`config.mk`:
```
export PLATFORM = sky130hd
export DESIGN_NAME = software_timer_pool
export DESIGN_NICKNAME = d
export VERILOG_FILES = /design/src/rtl/core/stp_pkg.sv /design/src/rtl/core/stp_cell.sv /design/src/rtl/core/stp_ctrl.sv /design/src/rtl/core/software_timer_pool.sv
export SDC_FILE = /design/constraint.sdc
export NUM_CORES = 2
export LEC_CHECK = 0
export BUFFER_PORTS_ARGS = -buffer_cell sky130_fd_sc_hd__buf_2
export CAP_MARGIN = 20
export CORE_MARGIN = 1.5
export CORE_UTILIZATION = 30
export DETAILED_ROUTE_END_ITERATION = 12
export PLACE_DENSITY = 0.46
export SLEW_MARGIN = 20
export SYNTH_ARGS = -nofsm -noshare
export SYNTH_HDL_FRONTEND = slang
export SYNTH_SLANG_ARGS = --single-unit
```
`constraint.sdc`:
```
create_clock -name clk -period 17.6 [get_ports clk]
set_input_delay 0 -clock clk [delete_from_list [all_inputs] [get_ports clk]]
set_output_delay 0 -clock clk [all_outputs]
set_load 0.02 [all_outputs]
```
`src/rtl/core/stp_pkg.sv`:
```
// Shared types and constants for the timer pool.
package stp_pkg;

	localparam int TimerCount = 8;
	localparam int SlotW = 3;
	localparam int HandleW = 4;
	localparam logic [31:0] DevSeconds = 32'd5;
	localparam logic [31:0] MsPerSecond = 32'd1000;
	// floor(x / 1000) == (x * MsRecip) >> MsRecipShift for every 32-bit x
	localparam logic [31:0] MsRecip = 32'd274877907;
	localparam int MsRecipShift = 38;

	typedef enum logic [1:0] {
		ST_IDLE    = 2'd0,
		ST_RUNNING = 2'd1,
		ST_PAUSED  = 2'd2
	} slot_state_t;

	typedef enum logic [2:0] {
		FN_TICK   = 3'd0,
		FN_OPEN   = 3'd1,
		FN_PAUSE  = 3'd2,
		FN_RESUME = 3'd3,
		FN_STOP   = 3'd4,
		FN_CANCEL = 3'd5
	} func_t;

	localparam logic [1:0] StatusOk = 2'd0;
	localparam logic [1:0] StatusBad = 2'd1;
	localparam logic [1:0] StatusNoFree = 2'd2;

	localparam logic [1:0] RegTicks = 2'd0;
	localparam logic [1:0] RegMode = 2'd1;

	typedef enum logic [2:0] {
		FSM_IDLE,
		FSM_DIV,
		FSM_MUL,
		FSM_SCAN,
		FSM_APPLY,
		FSM_REPLY,
		FSM_EVENT
	} fsm_t;

	// Operation driven from the controller into every cell.
	typedef enum logic [2:0] {
		OP_NONE,
		OP_SCAN,
		OP_WRITE_NEW,
		OP_RESTART,
		OP_SET_STATE,
		OP_CLEAR
	} cell_op_t;

	typedef struct packed {
		cell_op_t    op;
		logic [SlotW-1:0] sel;
		slot_state_t state;
		logic [15:0] key;
		logic [31:0] delay;
		logic [31:0] timeout;
		logic [31:0] tick;
		logic        prod;
	} cell_cmd_t;

	// Slot record shifted along the chain during a scan.
	typedef struct packed {
		slot_state_t state;
		logic [15:0] client;
		logic [31:0] timeout;
		logic [31:0] start;
	} cell_view_t;

endpackage

```
`src/rtl/core/stp_cell.sv`:
```
// One timer slot; in a scan the records rotate one cell per cycle.
module stp_cell (
	input  logic                clk,
	input  logic                arst_n,
	input  stp_pkg::cell_cmd_t  cmd,
	input  logic [stp_pkg::SlotW-1:0] idx,
	input  stp_pkg::cell_view_t prev,
	input  logic [stp_pkg::SlotW-1:0] prev_id,
	output stp_pkg::cell_view_t view,
	output logic [stp_pkg::SlotW-1:0] view_id
);

	stp_pkg::cell_view_t v_q;
	logic [stp_pkg::SlotW-1:0] id_q;
	logic [31:0] delay_q;

	assign view = v_q;
	assign view_id = id_q;

	always_ff @(posedge clk or negedge arst_n) begin
		if (!arst_n) begin
			v_q <= '{state: stp_pkg::ST_IDLE, client: '0, timeout: '0, start: '0};
			id_q <= idx;
			delay_q <= '0;
		end else begin
			case (cmd.op)
				stp_pkg::OP_SCAN: begin
					v_q <= prev;
					id_q <= prev_id;
				end
				stp_pkg::OP_WRITE_NEW: if (id_q == cmd.sel) begin
					v_q.state <= stp_pkg::ST_RUNNING;
					v_q.client <= cmd.key;
					v_q.timeout <= cmd.timeout;
					v_q.start <= cmd.tick;
					delay_q <= cmd.delay;
				end
				stp_pkg::OP_RESTART: if (id_q == cmd.sel) begin
					v_q.state <= stp_pkg::ST_RUNNING;
					v_q.start <= cmd.tick;
				end
				stp_pkg::OP_SET_STATE: if (id_q == cmd.sel) begin
					v_q.state <= cmd.state;
				end
				stp_pkg::OP_CLEAR: if (id_q == cmd.sel) begin
					v_q <= '{state: stp_pkg::ST_IDLE, client: '0, timeout: '0, start: '0};
					delay_q <= '0;
				end
				default: begin
				end
			endcase
		end
	end

	logic unused_delay;
	assign unused_delay = ^{delay_q, cmd.prod};

endmodule

```
`src/rtl/core/stp_ctrl.sv`:
```
// Sequencer: decodes a request, walks the cell chain and emits results.
module stp_ctrl (
	input  logic                clk,
	input  logic                arst_n,
	input  logic                s_tvalid,
	output logic                s_tready,
	input  logic [59:0]         s_tdata,
	output logic                m_tvalid,
	input  logic                m_tready,
	output logic [9:0]          m_tdata,
	output logic                m_tlast,
	output logic                m_tuser,
	input  logic [31:0]         ticks_per_second,
	input  logic                prod,
	input  stp_pkg::cell_view_t head,
	input  logic [stp_pkg::SlotW-1:0] head_id,
	input  stp_pkg::cell_view_t sel_view,
	output stp_pkg::cell_cmd_t  cmd,
	output logic [stp_pkg::SlotW-1:0] sel_idx
);

	stp_pkg::fsm_t st_q, st_d;
	logic [2:0]  func_q;
	logic [31:0] delay_q, tick_q, quot_q;
	logic [15:0] key_q;
	logic [3:0]  hnd_q, si_q;
	logic [5:0]  cnt_q;
	logic        mode_q;
	logic        hit_q, idle_q;
	logic [2:0]  hit_slot_q, idle_slot_q;
	logic [7:0]  due_q;
	logic [1:0]  status_q;
	logic [3:0]  rh_q;
	logic [31:0] timeout_q;
	logic [2:0]  ev_slot;
	logic        more_ev;
	logic [63:0] recip_prod;

	// Slot selected for single-slot commands.
	always_comb begin
		sel_idx = hnd_q[2:0] - 3'd1;
		if (func_q == stp_pkg::FN_STOP)
			sel_idx = si_q[2:0];
	end

	logic hnd_ok, si_ok;
	assign hnd_ok = (hnd_q != 4'd0) && (hnd_q <= 4'(stp_pkg::TimerCount));
	assign si_ok = (si_q < 4'(stp_pkg::TimerCount));

	// Next expiry in ascending slot order.
	always_comb begin
		ev_slot = '0;
		more_ev = 1'b0;
		for (int i = stp_pkg::TimerCount - 1; i >= 0; i--) begin
			if (due_q[i]) begin
				ev_slot = 3'(i);
			end
		end
		more_ev = ($countones(due_q) > 1);
	end

	// whole seconds of the delay by reciprocal multiplication
	assign recip_prod = 64'(delay_q) * 64'(stp_pkg::MsRecip);
	assign s_tready = (st_q == stp_pkg::FSM_IDLE);

	always_comb begin
		st_d = st_q;
		cmd = '0;
		cmd.op = stp_pkg::OP_NONE;
		cmd.key = key_q;
		cmd.delay = delay_q;
		cmd.timeout = timeout_q;
		cmd.tick = tick_q;
		cmd.prod = mode_q;
		cmd.state = stp_pkg::ST_IDLE;
		cmd.sel = sel_idx;
		unique case (st_q)
			stp_pkg::FSM_IDLE: if (s_tvalid) begin
				st_d = (s_tdata[2:0] == stp_pkg::FN_OPEN) ? stp_pkg::FSM_DIV :
					(s_tdata[2:0] == stp_pkg::FN_TICK) ? stp_pkg::FSM_SCAN :
					stp_pkg::FSM_APPLY;
			end
			stp_pkg::FSM_DIV: st_d = stp_pkg::FSM_MUL;
			stp_pkg::FSM_MUL: st_d = stp_pkg::FSM_SCAN;
			stp_pkg::FSM_SCAN: begin
				cmd.op = stp_pkg::OP_SCAN;
				if (cnt_q == 6'(stp_pkg::TimerCount - 1)) st_d = stp_pkg::FSM_APPLY;
			end
			stp_pkg::FSM_APPLY: begin
				if (func_q == stp_pkg::FN_TICK) begin
					st_d = (due_q != 8'd0) ? stp_pkg::FSM_EVENT : stp_pkg::FSM_IDLE;
				end else begin
					st_d = stp_pkg::FSM_REPLY;
				end
				if (func_q == stp_pkg::FN_OPEN && delay_q != 0 && key_q != 0) begin
					if (hit_q) begin
						cmd.sel = hit_slot_q;
						if (!mode_q) cmd.op = stp_pkg::OP_RESTART;
					end else if (idle_q) begin
						cmd.sel = idle_slot_q;
						cmd.op = stp_pkg::OP_WRITE_NEW;
					end
				end else if (func_q == stp_pkg::FN_PAUSE && hnd_ok
						&& sel_view.state == stp_pkg::ST_RUNNING) begin
					cmd.op = stp_pkg::OP_SET_STATE;
					cmd.state = stp_pkg::ST_PAUSED;
				end else if (func_q == stp_pkg::FN_RESUME && hnd_ok
						&& sel_view.state == stp_pkg::ST_PAUSED) begin
					cmd.op = stp_pkg::OP_SET_STATE;
					cmd.state = stp_pkg::ST_RUNNING;
				end else if (func_q == stp_pkg::FN_STOP && si_ok
						&& sel_view.state == stp_pkg::ST_RUNNING) begin
					cmd.op = stp_pkg::OP_CLEAR;
				end else if (func_q == stp_pkg::FN_CANCEL && hnd_ok
						&& sel_view.state != stp_pkg::ST_RUNNING) begin
					cmd.op = stp_pkg::OP_CLEAR;
				end
			end
			stp_pkg::FSM_REPLY: if (m_tready) st_d = stp_pkg::FSM_IDLE;
			stp_pkg::FSM_EVENT: begin
				if (m_tready) begin
					cmd.sel = ev_slot;
					if (mode_q) begin
						cmd.op = stp_pkg::OP_RESTART;
					end else begin
						cmd.op = stp_pkg::OP_SET_STATE;
						cmd.state = stp_pkg::ST_PAUSED;
					end
					if (!more_ev) st_d = stp_pkg::FSM_IDLE;
				end
			end
			default: st_d = stp_pkg::FSM_IDLE;
		endcase
	end

	assign m_tvalid = (st_q == stp_pkg::FSM_REPLY) || (st_q == stp_pkg::FSM_EVENT);
	assign m_tuser = (st_q == stp_pkg::FSM_EVENT);
	assign m_tlast = (st_q == stp_pkg::FSM_REPLY) || !more_ev;
	always_comb begin
		if (st_q == stp_pkg::FSM_EVENT)
			m_tdata = {1'b0, ev_slot, 4'd0, stp_pkg::StatusOk};
		else
			m_tdata = {1'b0, 3'd0, rh_q, status_q};
	end

	always_ff @(posedge clk or negedge arst_n) begin
		if (!arst_n) begin
			st_q <= stp_pkg::FSM_IDLE;
			tick_q <= '0;
			cnt_q <= '0;
			due_q <= '0;
		end else begin
			st_q <= st_d;
			unique case (st_q)
				stp_pkg::FSM_IDLE: if (s_tvalid) begin
					func_q <= s_tdata[2:0];
					delay_q <= s_tdata[34:3];
					key_q <= s_tdata[50:35];
					hnd_q <= s_tdata[54:51];
					si_q <= s_tdata[58:55];
					mode_q <= prod;
					cnt_q <= '0;
					quot_q <= '0;
					hit_q <= 1'b0;
					idle_q <= 1'b0;
					due_q <= '0;
					if (s_tdata[2:0] == stp_pkg::FN_TICK) tick_q <= tick_q + 32'd1;
				end
				stp_pkg::FSM_DIV: begin
					quot_q <= 32'(recip_prod >> stp_pkg::MsRecipShift);
				end
				stp_pkg::FSM_MUL: begin
					timeout_q <= 32'(ticks_per_second * (mode_q ? quot_q : stp_pkg::DevSeconds));
				end
				stp_pkg::FSM_SCAN: begin
					cnt_q <= cnt_q + 6'd1;
					if (func_q == stp_pkg::FN_TICK) begin
						if (head.state == stp_pkg::ST_RUNNING
								&& (tick_q - head.start) >= head.timeout)
							due_q[head_id] <= 1'b1;
					end else begin
						if (!hit_q && head.client == key_q
								&& (head.state == stp_pkg::ST_RUNNING
								|| (!mode_q && head.state == stp_pkg::ST_PAUSED))) begin
							hit_q <= 1'b1;
							hit_slot_q <= head_id;
						end
						if (head.state == stp_pkg::ST_IDLE
								&& (!idle_q || head_id < idle_slot_q)) begin
							idle_q <= 1'b1;
							idle_slot_q <= head_id;
						end
						if (head.client == key_q && hit_q && head_id < hit_slot_q
								&& (head.state == stp_pkg::ST_RUNNING
								|| (!mode_q && head.state == stp_pkg::ST_PAUSED)))
							hit_slot_q <= head_id;
					end
				end
				stp_pkg::FSM_APPLY: begin
					status_q <= stp_pkg::StatusOk;
					rh_q <= '0;
					unique case (func_q)
						stp_pkg::FN_TICK: begin
						end
						stp_pkg::FN_OPEN: begin
							if (delay_q == 0 || key_q == 0) status_q <= stp_pkg::StatusBad;
							else if (hit_q) rh_q <= {1'b0, hit_slot_q} + 4'd1;
							else if (idle_q) rh_q <= {1'b0, idle_slot_q} + 4'd1;
							else status_q <= stp_pkg::StatusNoFree;
						end
						stp_pkg::FN_PAUSE, stp_pkg::FN_RESUME, stp_pkg::FN_CANCEL:
							if (!hnd_ok) status_q <= stp_pkg::StatusBad;
						stp_pkg::FN_STOP: if (!si_ok) status_q <= stp_pkg::StatusBad;
						default: status_q <= stp_pkg::StatusBad;
					endcase
				end
				stp_pkg::FSM_EVENT: if (m_tready) due_q[ev_slot] <= 1'b0;
				default: begin
				end
			endcase
		end
	end

	logic unused_c;
	assign unused_c = s_tdata[59];

	chk_done: assert property (@(posedge clk) disable iff (!arst_n)
		(st_q == stp_pkg::FSM_EVENT && m_tready && !more_ev) |=> st_q == stp_pkg::FSM_IDLE)
		else $error("event run did not close");
	chk_tick: assert property (@(posedge clk) disable iff (!arst_n)
		(s_tvalid && s_tready && s_tdata[2:0] == stp_pkg::FN_TICK)
		|=> tick_q == $past(tick_q) + 32'd1)
		else $error("tick count did not advance");
	chk_ev: assert property (@(posedge clk) disable iff (!arst_n)
		(st_q == stp_pkg::FSM_EVENT) |-> due_q != 8'd0)
		else $error("event with nothing due");

endmodule

```
`src/rtl/core/software_timer_pool.sv`:
```
// Top level of the timer pool: register port, controller and slot chain.
// Requests are handled one at a time. A tick or open walks the eight-slot
// chain, one slot per cycle; open first gets whole seconds of the delay by
// a reciprocal multiply (DIV state) and then scales them to ticks (MUL
// state). Replies and expiry events wait while the output is stalled.
module software_timer_pool (
	input  logic        clk,
	input  logic        arst_n,
	input  logic        psel,
	input  logic        penable,
	input  logic        pwrite,
	input  logic [2:0]  paddr,
	input  logic [31:0] pwdata,
	output logic [31:0] prdata,
	output logic        pready,
	input  logic        s_tvalid,
	output logic        s_tready,
	// func[2:0] delay_ms[34:3] client_key[50:35] handle[54:51] slot_index[58:55]
	input  logic [63:0] s_tdata,
	output logic        m_tvalid,
	input  logic        m_tready,
	// status[1:0] result_handle[5:2] expired_slot[8:6]
	output logic [15:0] m_tdata,
	// kind
	output logic        m_tuser,
	output logic        m_tlast
);

	logic [31:0] tps_q;
	logic        prod_q;
	stp_pkg::cell_cmd_t cmd;
	stp_pkg::cell_view_t views [stp_pkg::TimerCount];
	logic [stp_pkg::SlotW-1:0] ids [stp_pkg::TimerCount];
	logic [stp_pkg::SlotW-1:0] sel_idx;
	stp_pkg::cell_view_t sel_view;
	logic [9:0] td;

	assign pready = 1'b1;
	always_comb begin
		prdata = '0;
		unique case (paddr[2])
			1'b0: prdata = tps_q;
			1'b1: prdata = {31'd0, prod_q};
			default: prdata = '0;
		endcase
	end

	always_ff @(posedge clk or negedge arst_n) begin
		if (!arst_n) begin
			tps_q <= 32'd1000;
			prod_q <= 1'b0;
		end else if (psel && penable && pwrite) begin
			if (paddr[2:2] == stp_pkg::RegTicks[0:0] && paddr[1:0] == 2'd0)
				tps_q <= pwdata;
			else if (paddr[2:2] == stp_pkg::RegMode[0:0] && paddr[1:0] == 2'd0)
				prod_q <= pwdata[0];
		end
	end

	// Outside a scan the chain rests with slot i in cell i.
	assign sel_view = views[sel_idx];

	stp_ctrl u_ctrl (
		.clk, .arst_n, .s_tvalid, .s_tready, .s_tdata(s_tdata[59:0]),
		.m_tvalid, .m_tready, .m_tdata(td), .m_tlast, .m_tuser,
		.ticks_per_second(tps_q), .prod(prod_q),
		.head(views[0]), .head_id(ids[0]), .sel_view, .cmd, .sel_idx
	);
	assign m_tdata = {6'd0, td};

	for (genvar i = 0; i < stp_pkg::TimerCount; i++) begin : g_cell
		stp_cell u_cell (
			.clk, .arst_n, .cmd, .idx(stp_pkg::SlotW'(i)),
			.prev(views[(i + 1) % stp_pkg::TimerCount]),
			.prev_id(ids[(i + 1) % stp_pkg::TimerCount]),
			.view(views[i]), .view_id(ids[i])
		);
	end

	logic unused_t;
	assign unused_t = ^s_tdata[63:60];

endmodule
```
==> metrics <==
status finished, violations left; first-pass GRT wire length between 300000 and 400000 um; Post-Synthesis Cells 7254; clk_lat worst skew around 750 ps; total track usage 0.161; drt drc 0; clock skew 33.5 ps; Primary FF master, synth dfrtp_1; sequential share of the synthesized area 0.317; placed cell count between 10000 and 15000; synth unique cells 91; clk root buf clkbuf_16; Crit path required time about 18000 ps; full die area around 240000 sq um; post-synth top area share 0.257; Die X 495 um; YS warnings 0; via count 50871; Routed Wire Length ~200000 um; fillers 24431; CP Data Arrival Time between 9000 and 10000 ps; Initial Utilization 0.302; crit-path max FO 225; Critical Path End Type flop; vias in the first global route roughly 53000; Max Transition Viols Final 0; row count 180; crit path kind reg -> reg; P&R area growth vs syn 13.0%; fin crit share 0.493; final RePlAce weighted congestion approximately 0.83; die height between 400 and 500 um; post-CTS setup buffers 0; clock buffer depth 3; WL per Instance ~18 um; Startpoint Class flop; via/cell ratio roughly 4.8; WHS -30.6 ps; # setup viols final 0; Hold WC Path Type in -> async; CTS buffer count around 110; setup TNS 0 ps; ANT nets after route 0; post-place setup slack 8870 ps; RSZ-0062 raised after global routing false; Post-synth EDFFs approximately 130; Worst Setup Slack, final slightly below 9000 ps; drt pass-1 iters 6; IO buf count roughly 150; Least-Margin Pin Slew 1140 ps; Final Non-Filler Cells about 11000; H-tree lvl count 3; DRC violation total after the first TritonRoute iteration around 3000; slew margin rel. 0.239; largest net degree at the start of global routing 264; Fin. Hold Viols 10; syn avg cell area around 10 sq um; Final min period about 8700 ps; Nets around 8800; placed wire-length estimate 136000 um; Async SR Flop Fraction 0.855; clk slew on worst S/H paths roughly 60 ps; share of cells above drive strength 1 0.117; largest area contributor in the netlist dfrtp_1; CTS tree yes; initial antenna violation count 7; Max Fclk approximately 0.12 GHz; #FFs+latches synth 891; total I/O pin count between 150 and 200; total core area roughly 240000 sq um; Syn Std Cell Area 72500 sq um; max-cap viol count 0; failing checks hold timing; Remaining Overflow, GRT 0; TritonCTS Sinks around 890; synth top area cells dfrtp_1, fa_1, ha_1
==> synthesized netlist by cell type, drive strengths merged, types with 35 or more instances <==
master	count
inv	1044
a21o	41
edfxtp	129
nand2	1485
mux2	423
xnor2	130
ha	608
fa	682
nor2b	54
dfrtp	744
a41oi	228
a21oi	338
and3	210
and2	65
clkbuf	245
nor2	111
nand3	35
buf	131
nor3	45
a21boi	35
xor2	55
o21ai	85
==> logic make-up (layout without fill, tap and decap cells) <==
kind of cell,count (synthesis),in the layout,synth area share
muxes,455,455,0.0766
DFF,891,891,0.317
and+or+nand+nor,2114,2114,0.127
buffers and inverters,1420,1672,0.0780
other,2,11,0.000104
AOI/OAI and AO/OA,897,897,0.0859
xor gates and xnor gates,185,185,0.0223
adders and majority gates,1290,1290,0.293
==> path summary, 6_finish.rpt <==
| check | slack (ps) | end | startpoint | cells past startpoint |
|---|---|---|---|---|
| max reg2reg | 8920 | u_ctrl.timeout_q[28] | u_ctrl.mode_q | 25 |
| min reg2reg | 470 | u_ctrl.mode_q | prod_q | 0 |
| min | -30 | g_cell[5].u_cell.view[11] | arst_n | 3 |
| max in group asynchronous | 15170 | tps_q[26] | arst_n | 5 |
| min in group clk | 110 | u_ctrl.key_q[13] | s_tdata[48] | 2 |
| max | 8920 | u_ctrl.timeout_q[28] | u_ctrl.mode_q | 25 |
==> stage by stage <==
| step | hold WS [ps] | util | cell area [sq um] |
|---|---|---|---|
| global route | 33.2 | 0.341 | 81900 |
| CTS | 4.96 | 0.341 | 81900 |
| detailed placement | 32.1 | 0.319 | 76500 |
| floorplan | -296 | - | 72500 |
| global placement | 27.8 | 0.319 | 76500 |
| finish | -30.6 | 0.341 | 81900 |
==> per-layer routing <==
metal / part of all wire / vias to the layer above / GRT usage
met3: 0.035 / 256 / 0.0195
met4: 0.032 / 2 / 0.0516
met1: 0.45 / 25664 / 0.213
met2: 0.48 / 780 / 0.270
li1: - / 24169 / -
met5: 0.000062 / - / 0
==> sequential cells by signal, indices dropped and copies added (netlist names) <==
signal,flops
u_ctrl.quot_q,23
g_cell.u_cell.view,656
u_ctrl.tick_q,32
u_ctrl.idle_q,1
g_cell.u_cell.view_id,24
u_ctrl.status_q,2
u_ctrl.hnd_q,4
u_ctrl.delay_q,32
u_ctrl.rh_q,4
u_ctrl.st_q,3
u_ctrl.due_q,8
u_ctrl.key_q,16
tps_q,32
u_ctrl.func_q,3
u_ctrl.cnt_q,6
u_ctrl.si_q,4
u_ctrl.idle_slot_q,3
u_ctrl.timeout_q,32
u_ctrl.hit_slot_q,3
u_ctrl.hit_q,1
u_ctrl.mode_q,1
prod_q,1
==> worst max-delay path, stage by stage, from the launching register on <==
cell and delay (ps):
edfxtp_1 370, buf_12 490, and2_1 810, nand2_1 180
fa_1 560, inv_1 50, fa_1 390, fa_1 560
inv_1 70, fa_1 550, inv_1 60, fa_1 510
fa_1 440, fa_1 540, inv_1 50, fa_1 530
inv_1 40, ha_1 340, o21a_1 120, o21ai_0 200
a21boi_0 180, a31oi_1 340, o211ai_1 180, a2111oi_0 460
o31ai_1 130, xor2_1 150
==> placed cells by master, fill, tap and decap left out, drive strengths merged, types with 9 or more instances in the layout <==
| cell | instances |
|---|---|
| nand2 | 1485 |
| inv | 1057 |
| dfrtp | 744 |
| fa | 682 |
| ha | 608 |
| mux2 | 423 |
| a21oi | 338 |
| buf | 246 |
| a41oi | 228 |
| and3 | 210 |
| dlygate4sd3 | 187 |
| clkbuf | 151 |
| xnor2 | 130 |
| edfxtp | 129 |
| nor2 | 111 |
| o21ai | 85 |
| and2 | 65 |
| xor2 | 55 |
| nor2b | 54 |
| nor3 | 45 |
| a21o | 41 |
| nand3 | 35 |
| a21boi | 35 |
| nand4 | 33 |
| mux2i | 32 |
| clkinv | 26 |
| a211oi | 22 |
| nand2b | 22 |
| o21a | 21 |
| dfstp | 18 |
| o211ai | 14 |
| nor4 | 14 |
| o41ai | 12 |
| o21bai | 9 |
| o32ai | 9 |
| a2111oi | 9 |
==> final cells by class <==
| class | count | area, sq um | share of cell area |
|---|---|---|---|
| clock inverter | 44 | 433 | 0.00528 |
| antenna | 3 | 7.51 | 0.0000916 |
| sequential | 891 | 23000 | 0.280 |
| timing repair buffer | 433 | 3460 | 0.0422 |
| inverter | 1044 | 3920 | 0.0478 |
| clock buffer | 151 | 3010 | 0.0368 |
| multi-input combinational | 4949 | 44100 | 0.539 |
| tap | 3185 | 3990 | 0.0486 |
==> what timing repair did <==
| item | CTS | global route |
|---|---|---|
| gates resized for setup | 0 | 0 |
| endpoints found under the hold margin | 237 | 0 |
| hold buffers | 188 | 0 |
Power is left out: the tool's default activity adds up to more than one toggle a clock period on the data nets, which glitch-free logic cannot reach.
